[src/rtl/assert_macros.svh]
// ----------------------------------------------------------------------------
// Assertion macros
// Shared concurrent assertion forms, clocked on clock.
// ----------------------------------------------------------------------------
`ifndef ASSERT_MACROS_SVH
`define ASSERT_MACROS_SVH

// Checked on every edge outside reset
`define EGCD_ASSERT(label, prop, msg) \
   label: assert property (@(posedge clock) disable iff (reset) prop) else $error(msg);

// Checked on every edge, reset included
`define EGCD_ASSERT_ALWAYS(label, prop, msg) \
   label: assert property (@(posedge clock) prop) else $error(msg);

`endif

[src/rtl/egcd_pkg.sv]
// ----------------------------------------------------------------------------
// egcd_pkg
// Shared constants and control types for the extended GCD block.
// ----------------------------------------------------------------------------
`timescale 1ns / 1ps

package egcd_pkg;

   // Default operand width
   localparam int WIDTH_DEFAULT = 32;

   // Sequencer to divider control
   typedef struct packed {
      logic start;
   } egcd_div_ctl_type;

   // Divider status back to sequencer
   typedef struct packed {
      logic busy;
      logic done;
   } egcd_div_sts_type;

endpackage

[src/rtl/extended_gcd_bezout.sv]
// Sequence: a zero operand goes straight to the result; otherwise each Euclid
//   quotient step starts the bit-serial divider, then updates on its done.
// Throughput: one item at a time; a new item is taken once the previous result
//   sits in the output register, even while that result still waits.
// Reset: synchronous, active high; clears sequencer and output valid.
// ----------------------------------------------------------------------------
// extended_gcd_bezout
// Extended Euclid on operand magnitudes with sign restore: returns
// g = gcd(|a|,|b|) and x, y with a*x - b*y = g.
// ----------------------------------------------------------------------------
`timescale 1ns / 1ps
`include "assert_macros.svh"

module extended_gcd_bezout #(
   parameter int WIDTH = egcd_pkg::WIDTH_DEFAULT
) (
   input  logic                                clock,
   input  logic                                reset,
   // req_tdata: a [WIDTH-1:0], b [2*WIDTH-1:WIDTH], zero pad to bytes
   input  logic                                req_tvalid,
   output logic                                req_tready,
   input  logic [((2*WIDTH+7)/8)*8-1:0]        req_tdata,
   // rsp_tdata: gcd_value [WIDTH-2:0], coef_x, coef_y, zero pad to bytes
   output logic                                rsp_tvalid,
   input  logic                                rsp_tready,
   output logic [((3*WIDTH-1+7)/8)*8-1:0]      rsp_tdata
);

   localparam int OUT_W = ((3*WIDTH-1+7)/8)*8;

   typedef enum logic [1:0] {
      ST_IDLE,
      ST_START,
      ST_DIV,
      ST_FINISH
   } state_type;

   state_type state_ff, state_in;
   logic rsp_valid_ff, rsp_valid_in;

   logic             a_neg_ff, a_neg_in;
   logic             b_neg_ff, b_neg_in;
   logic [WIDTH-1:0] r0_ff, r0_in;
   logic [WIDTH-1:0] r1_ff, r1_in;
   logic [WIDTH-1:0] ca0_ff, ca0_in;
   logic [WIDTH-1:0] ca1_ff, ca1_in;
   logic [WIDTH-1:0] cb0_ff, cb0_in;
   logic [WIDTH-1:0] cb1_ff, cb1_in;
   logic [WIDTH-2:0] g_ff, g_in;
   logic [WIDTH-1:0] x_ff, x_in;
   logic [WIDTH-1:0] y_ff, y_in;
   logic [WIDTH-2:0] rsp_g_ff, rsp_g_in;
   logic [WIDTH-1:0] rsp_x_ff, rsp_x_in;
   logic [WIDTH-1:0] rsp_y_ff, rsp_y_in;

   logic [WIDTH-1:0] op_a, op_b, mag_a, mag_b;
   logic             load_rsp;

   egcd_pkg::egcd_div_ctl_type div_ctl;
   egcd_pkg::egcd_div_sts_type div_sts;
   logic [WIDTH-1:0] div_rem, div_pa, div_pb;

   // Operand unpack and magnitudes
   assign op_a  = req_tdata[WIDTH-1:0];
   assign op_b  = req_tdata[2*WIDTH-1:WIDTH];
   assign mag_a = op_a[WIDTH-1] ? (~op_a + 1'b1) : op_a;
   assign mag_b = op_b[WIDTH-1] ? (~op_b + 1'b1) : op_b;

   assign req_tready    = (state_ff == ST_IDLE);
   assign div_ctl.start = (state_ff == ST_START);
   assign load_rsp      = (state_ff == ST_FINISH) && (!rsp_valid_ff || rsp_tready);

   // Shared divider / product unit
   egcd_divider #(
      .WIDTH (WIDTH)
   ) u_div (
      .clock     (clock),
      .reset     (reset),
      .ctl       (div_ctl),
      .sts       (div_sts),
      .dividend  (r0_ff),
      .divisor   (r1_ff),
      .mul_a     (ca1_ff),
      .mul_b     (cb1_ff),
      .remainder (div_rem),
      .prod_a    (div_pa),
      .prod_b    (div_pb)
   );

   // Sequencer and datapath next state
   always_comb begin
      state_in     = state_ff;
      rsp_valid_in = rsp_valid_ff;
      a_neg_in     = a_neg_ff;
      b_neg_in     = b_neg_ff;
      r0_in        = r0_ff;
      r1_in        = r1_ff;
      ca0_in       = ca0_ff;
      ca1_in       = ca1_ff;
      cb0_in       = cb0_ff;
      cb1_in       = cb1_ff;
      g_in         = g_ff;
      x_in         = x_ff;
      y_in         = y_ff;
      rsp_g_in     = rsp_g_ff;
      rsp_x_in     = rsp_x_ff;
      rsp_y_in     = rsp_y_ff;

      if (rsp_valid_ff && rsp_tready) begin
         rsp_valid_in = 1'b0;
      end

      case (state_ff)
         ST_IDLE: begin
            if (req_tvalid) begin
               a_neg_in = op_a[WIDTH-1];
               b_neg_in = op_b[WIDTH-1];
               if (op_a == '0 && op_b == '0) begin
                  g_in     = '0;
                  x_in     = '0;
                  y_in     = '0;
                  state_in = ST_FINISH;
               end else if (op_a == '0) begin
                  g_in     = mag_b[WIDTH-2:0];
                  x_in     = '0;
                  y_in     = op_b[WIDTH-1] ? WIDTH'(1) : '1;
                  state_in = ST_FINISH;
               end else if (op_b == '0) begin
                  g_in     = mag_a[WIDTH-2:0];
                  x_in     = op_a[WIDTH-1] ? '1 : WIDTH'(1);
                  y_in     = '0;
                  state_in = ST_FINISH;
               end else begin
                  r0_in    = mag_a;
                  r1_in    = mag_b;
                  ca0_in   = WIDTH'(1);
                  ca1_in   = '0;
                  cb0_in   = '0;
                  cb1_in   = WIDTH'(1);
                  state_in = ST_START;
               end
            end
         end
         ST_START: begin
            state_in = ST_DIV;
         end
         ST_DIV: begin
            if (div_sts.done) begin
               if (div_rem == '0) begin
                  // Last nonzero remainder is the gcd; restore signs
                  g_in     = r1_ff[WIDTH-2:0];
                  x_in     = a_neg_ff ? (~ca1_ff + 1'b1) : ca1_ff;
                  y_in     = b_neg_ff ? cb1_ff : (~cb1_ff + 1'b1);
                  state_in = ST_FINISH;
               end else begin
                  // Euclid step: shift remainders, update coefficients
                  r0_in    = r1_ff;
                  r1_in    = div_rem;
                  ca0_in   = ca1_ff;
                  ca1_in   = ca0_ff - div_pa;
                  cb0_in   = cb1_ff;
                  cb1_in   = cb0_ff - div_pb;
                  state_in = ST_START;
               end
            end
         end
         ST_FINISH: begin
            if (load_rsp) begin
               rsp_g_in     = g_ff;
               rsp_x_in     = x_ff;
               rsp_y_in     = y_ff;
               rsp_valid_in = 1'b1;
               state_in     = ST_IDLE;
            end
         end
         default: begin
            state_in = ST_IDLE;
         end
      endcase
   end

   // State and output valid
   always_ff @(posedge clock) begin
      if (reset) begin
         state_ff     <= ST_IDLE;
         rsp_valid_ff <= 1'b0;
      end else begin
         state_ff     <= state_in;
         rsp_valid_ff <= rsp_valid_in;
      end
   end

   // Working and result registers
   always_ff @(posedge clock) begin
      a_neg_ff <= a_neg_in;
      b_neg_ff <= b_neg_in;
      r0_ff    <= r0_in;
      r1_ff    <= r1_in;
      ca0_ff   <= ca0_in;
      ca1_ff   <= ca1_in;
      cb0_ff   <= cb0_in;
      cb1_ff   <= cb1_in;
      g_ff     <= g_in;
      x_ff     <= x_in;
      y_ff     <= y_in;
      rsp_g_ff <= rsp_g_in;
      rsp_x_ff <= rsp_x_in;
      rsp_y_ff <= rsp_y_in;
   end

   assign rsp_tvalid = rsp_valid_ff;
   assign rsp_tdata  = OUT_W'({rsp_y_ff, rsp_x_ff, rsp_g_ff});

   // Assertions
   `EGCD_ASSERT_ALWAYS(a_reset_idle, reset |=> (state_ff == ST_IDLE && !rsp_tvalid), "reset did not idle the block")
   `EGCD_ASSERT(a_accept_next, (req_tvalid && req_tready) |=> (state_ff == ST_START || state_ff == ST_FINISH), "bad state after accept")
   `EGCD_ASSERT(a_start_free, div_ctl.start |-> !div_sts.busy, "divider started while busy")
   `EGCD_ASSERT(a_done_in_div, div_sts.done |-> (state_ff == ST_DIV), "divider done outside divide state")

endmodule

[src/rtl/egcd_divider.sv]
// ----------------------------------------------------------------------------
// egcd_divider
// Restoring divider, one quotient bit per cycle. While the quotient bits come
// out MSB first, it also accumulates q*mul_a and q*mul_b (mod 2^WIDTH) by
// shift-and-add, giving the products for the coefficient update.
// ----------------------------------------------------------------------------
`timescale 1ns / 1ps

module egcd_divider #(
   parameter int WIDTH = egcd_pkg::WIDTH_DEFAULT
) (
   input  logic                        clock,
   input  logic                        reset,
   input  egcd_pkg::egcd_div_ctl_type  ctl,
   output egcd_pkg::egcd_div_sts_type  sts,
   input  logic [WIDTH-1:0]            dividend,
   input  logic [WIDTH-1:0]            divisor,
   input  logic [WIDTH-1:0]            mul_a,
   input  logic [WIDTH-1:0]            mul_b,
   output logic [WIDTH-1:0]            remainder,
   output logic [WIDTH-1:0]            prod_a,
   output logic [WIDTH-1:0]            prod_b
);

   localparam int CNT_W = $clog2(WIDTH + 1);

   logic             busy_ff, busy_in;
   logic             done_ff, done_in;
   logic [CNT_W-1:0] cnt_ff, cnt_in;
   logic [WIDTH-1:0] rem_ff, rem_in;
   logic [WIDTH-1:0] dvd_ff, dvd_in;
   logic [WIDTH-1:0] dvs_ff, dvs_in;
   logic [WIDTH-1:0] mla_ff, mla_in;
   logic [WIDTH-1:0] mlb_ff, mlb_in;
   logic [WIDTH-1:0] pra_ff, pra_in;
   logic [WIDTH-1:0] prb_ff, prb_in;

   logic [WIDTH:0]   trial;
   logic [WIDTH:0]   diff;
   logic             qbit;

   // One restoring step: shift in next dividend bit, trial subtract
   assign trial = {rem_ff, dvd_ff[WIDTH-1]};
   assign diff  = trial - {1'b0, dvs_ff};
   assign qbit  = ~diff[WIDTH];

   // Control next state
   always_comb begin
      busy_in = busy_ff;
      done_in = 1'b0;
      cnt_in  = cnt_ff;
      if (ctl.start) begin
         busy_in = 1'b1;
         cnt_in  = CNT_W'(WIDTH);
      end else if (busy_ff) begin
         cnt_in = cnt_ff - 1'b1;
         if (cnt_ff == CNT_W'(1)) begin
            busy_in = 1'b0;
            done_in = 1'b1;
         end
      end
   end

   // Datapath next state
   always_comb begin
      rem_in = rem_ff;
      dvd_in = dvd_ff;
      dvs_in = dvs_ff;
      mla_in = mla_ff;
      mlb_in = mlb_ff;
      pra_in = pra_ff;
      prb_in = prb_ff;
      if (ctl.start) begin
         rem_in = '0;
         dvd_in = dividend;
         dvs_in = divisor;
         mla_in = mul_a;
         mlb_in = mul_b;
         pra_in = '0;
         prb_in = '0;
      end else if (busy_ff) begin
         rem_in = qbit ? diff[WIDTH-1:0] : trial[WIDTH-1:0];
         dvd_in = {dvd_ff[WIDTH-2:0], 1'b0};
         pra_in = {pra_ff[WIDTH-2:0], 1'b0} + (qbit ? mla_ff : '0);
         prb_in = {prb_ff[WIDTH-2:0], 1'b0} + (qbit ? mlb_ff : '0);
      end
   end

   // Control registers
   always_ff @(posedge clock) begin
      if (reset) begin
         busy_ff <= 1'b0;
         done_ff <= 1'b0;
         cnt_ff  <= '0;
      end else begin
         busy_ff <= busy_in;
         done_ff <= done_in;
         cnt_ff  <= cnt_in;
      end
   end

   // Datapath registers
   always_ff @(posedge clock) begin
      rem_ff <= rem_in;
      dvd_ff <= dvd_in;
      dvs_ff <= dvs_in;
      mla_ff <= mla_in;
      mlb_ff <= mlb_in;
      pra_ff <= pra_in;
      prb_ff <= prb_in;
   end

   assign sts.busy  = busy_ff;
   assign sts.done  = done_ff;
   assign remainder = rem_ff;
   assign prod_a    = pra_ff;
   assign prod_b    = prb_ff;

endmodule
[config.mk]
export PLATFORM = sky130hd
export DESIGN_NAME = extended_gcd_bezout
export DESIGN_NICKNAME = d
export VERILOG_FILES = /design/src/rtl/egcd_pkg.sv /design/src/rtl/extended_gcd_bezout.sv /design/src/rtl/egcd_divider.sv
export VERILOG_INCLUDE_DIRS = /design/src /design/src/rtl
export SDC_FILE = /design/constraint.sdc
export NUM_CORES = 1
export LEC_CHECK = 0
export ABC_AREA = 1
export BUFFER_PORTS_ARGS = -buffer_cell sky130_fd_sc_hd__buf_2
export CORE_AREA = 2 2 231 256
export DETAILED_ROUTE_END_ITERATION = 12
export DIE_AREA = 0 0 233 258
export PLACE_DENSITY = 0.79
export SKIP_LAST_GASP = 1
export SLEW_MARGIN = 20
export SYNTH_ARGS = -nofsm -noshare
export SYNTH_HDL_FRONTEND = slang
export SYNTH_SLANG_ARGS = --single-unit
[constraint.sdc]
create_clock -name clock -period 14.03 [get_ports clock]
set_input_delay 1.403 -clock clock [delete_from_list [all_inputs] [get_ports clock]]
set_output_delay 1.403 -clock clock [all_outputs]
set_load 0.02 [all_outputs]
==> flow_summary_export.csv <==
group,metric,value,unit
routing,drt_first_pass_iters,8,
clock_network,hold_buffers,0,
placed_design,hpwl,71.6,mm
die,dieArea,0.0601,mm^2
layout,area_growth,11.0,%
placed_design,dp_cells,4953,
synthesis,synthSimpleGateAreaFrac,20.7,%
power_and_ir_drop,irDropWorstVdd,0.000152,V
synthesis,synth_edf_count,512,
routing,vias_per_cell,5.85,
critical_path,worstPathArrival,5600,ps
power_and_ir_drop,p_per_area,211,mW/mm^2
critical_path,cp_data_required_time,14580,ps
critical_path,end_kind,"register",
synthesis,synth.avg_cell_area,8.48,um^2
global_routing,grt_pass1_wl,151,mm
clock_network,cts.sinks,619,
critical_path,crit_fanout,49,
die,die_w,233,um
timing,fin_hold_ws,405,ps
synthesis,synth_top_family_by_area,"simple AND/OR/NAND/NOR gates",
synthesis,ys_seq_area_share,50.3,%
synthesis,synth_area_leaders,"edfxtp_1 44%, nand2_1 9.0%, dfxtp_1 6.1%, inv_1 5.8%, ha_1 5.7%",
synthesis,synth_compound_area_share,13.9,%
synthesis,synth_fa_ha_area_share,6.03,%
outcome,status,"completed",
synthesis,synthDistinctLibCells,61,
critical_path,reg2reg_from,"u_div.dvs_ff[0]",
global_routing,grt_max_degree,92,
min_path,hold_path.startpoint,"y_ff[1]",
power_and_ir_drop,p_seq_share,35.9,%
timing,tightest_slew,1050,ps
synthesis,synthXorXnorAreaFrac,1.94,%
critical_path,crit_type,"reg -> reg",
timing,rsz0062_at_grt,"no",
synthesis,yosysTopAreaCell,"edfxtp_1",
clock_network,htree_levels,3,
clock_network,insertion_delay,620,ps
synthesis,synth_top_area_share,44.1,%
min_path,worstHoldPathType,"reg -> reg",
global_routing,grt-ovfl-total,0,
synthesis,synth-main-ff-cell,"edfxtp_1",
critical_path,cp-start-kind,"register",
synthesis,synth_async_sr_flop_share,0,%
clock_network,cts.path.max_buffers,3,
layout,layout-drive-gt1-share,8.25,%
synthesis,synthMuxAreaShare,0,%
power_and_ir_drop,power_switching,3.48,mW
die,core,0.0578,mm^2
routing,num_vias,29700,
routing,drt-initial-drc-count,3303,
layout,final_cell_mix,"832 x nand2_1, 537 x inv_1, 512 x edfxtp_1, 492 x nor2_1, 358 x o21ai_0",
critical_path,cp_slowest_cell,"buf_4",
synthesis,synth_seq_cells,619,
timing,drv_slew,0,
flow_run,maxCapViolations,0,
power_and_ir_drop,power_frac_comb,41.6,%
global_routing,grt_util_all_layers,32.4,%
synthesis,yosysWarnings,0,
critical_path,critical_path.startpoint,"u_div.dvs_ff[0]",
clock_network,cts_resized,0,
routing,drtAntennaViolNets,0,
synthesis,synthesis.area,0.0348,mm^2
timing,fin_skew,24.1,ps
layout,nNetsFinal,4496,
placed_design,place_congestion,0.947,
timing,fmax,198,MHz
power_and_ir_drop,switching_share,42.6,%
power_and_ir_drop,p_int,4.69,mW
routing,drcViolationCount,0,
power_and_ir_drop,power,8.17,mW
timing,min_period,5050,ps
layout,n_antenna_cell,0,
global_routing,antenna_found_initial,1,
routing,wl,97.8,mm
synthesis,synthCells,4108,
die,initial_core_util,60.3,%
clock_network,clk_pin_slew,60,ps
power_and_ir_drop,p_clk_share,22.5,%
timing,relSlewSlack,29.8,%
layout,final_common_cell,"nand2_1",
timing,final.setup.tns,0,ps
timing,post-route-period-util,36.0,%
placed_design,numPortBuffers,164,
power_and_ir_drop,leakagePower,16.4,nW
layout,stdcell_count,5075,
clock_network,cts_tree,"done",
routing,wl_per_cell,19.3,um
clock_network,root_buffer,"clkbuf_16",
die,num_rows,93,
synthesis,synthesis.nets,4341,
global_routing,grt_pass1_vias,27900,
layout,n_fill_cell,4774,
critical_path,cp_common_cell,"nand2_1",
die,chipHeight,258,um
clock_network,numCtsBuffers,68,
timing,finalHoldViolCount,0,
critical_path,cpPeakStageDelay,550,ps
timing,finalSetupViolations,0,
clock_network,postCtsSetupBuffers,0,
die,ios,166,
==> cells in the mapped netlist (all sizes together), types with 4 or more instances <==
| library cell | instances |
|---|---|
| xnor2 | 22 |
| edfxtp | 512 |
| a21oi | 324 |
| fa | 5 |
| o31ai | 20 |
| nor3 | 62 |
| or2 | 19 |
| buf | 41 |
| o221ai | 6 |
| o21bai | 14 |
| xor2 | 55 |
| a21o | 21 |
| o21ai | 399 |
| nor4 | 28 |
| nand4 | 41 |
| inv | 543 |
| dfxtp | 107 |
| nor2 | 508 |
| a21boi | 7 |
| o22ai | 21 |
| o211ai | 28 |
| clkbuf | 61 |
| nand3 | 197 |
| o32ai | 4 |
| nand3b | 9 |
| a31oi | 16 |
| nand2 | 847 |
| o21a | 16 |
| ha | 160 |
==> metal layers <==
layer / wire length, um / up-vias / track usage [%]
met5: 13 / - / 0
met4: 3250 / 2 / 12.2
met3: 8270 / 193 / 5.39
met2: 44200 / 1352 / 50.4
met1: 42100 / 13800 / 45.8
li1: - / 14300 / -
==> critical path, delay by kind of cell (launching register included) <==
kind | cells | cell delay, ps
AND/OR/NAND/NOR | 18 | 1970
adder cells (fa/ha/maj) | 4 | 1300
AO/OA/AOI/OAI | 4 | 690
buffers and inverters | 2 | 630
flip-flops | 1 | 370
==> logic make-up after synthesis <==
group	Yosys count
flops	619
xor+xnor	77
buf+inv	647
simple gates	1714
fa+ha+maj	165
compound gates	885
other cells	1
==> cell type report <==
cell class / instances / area, um^2 / share of cell area, %
Clock inverter: 36 / 464 / 1.20
Clock buffer: 86 / 1820 / 4.71
Tap cell: 760 / 951 / 2.46
Sequential cell: 619 / 17500 / 45.3
Timing Repair Buffer: 187 / 997 / 2.58
Multi-Input combinational cell: 2842 / 14900 / 38.5
Inverter: 545 / 2050 / 5.31
==> worst paths after layout <==
| kind | to | slack [ps] | cells after the start |
|---|---|---|---|
| max | u_div.prod_b[23] | 8980 | 28 |
| min | rsp_y_ff[1] | 400 | 0 |
| max reg2reg | u_div.prod_b[23] | 8980 | 28 |
| min reg2reg | rsp_y_ff[1] | 400 | 0 |
==> per-stage QoR <==
step | worst slack (ps) | utilization, % | cell area [um^2]
floorplan | 1670 | - | 34800
global placement | 9010 | 62.9 | 36400
detailed placement | 8970 | 62.9 | 36400
CTS | 9000 | 66.9 | 38700
global route | 8520 | 66.9 | 38700
finish | 8980 | 66.9 | 38700
==> power groups by stage <==
stage	combinational, mW	clock (mW)	sequential [mW]
after floorplan	2.45	0	2.92
after global placement	3.25	0	2.94
after detailed placement	3.30	0	2.95
after CTS	3.33	1.85	2.93
after global routing	3.79	1.92	2.98
final	3.39	1.84	2.93
(Power assumes the default switching activity.)
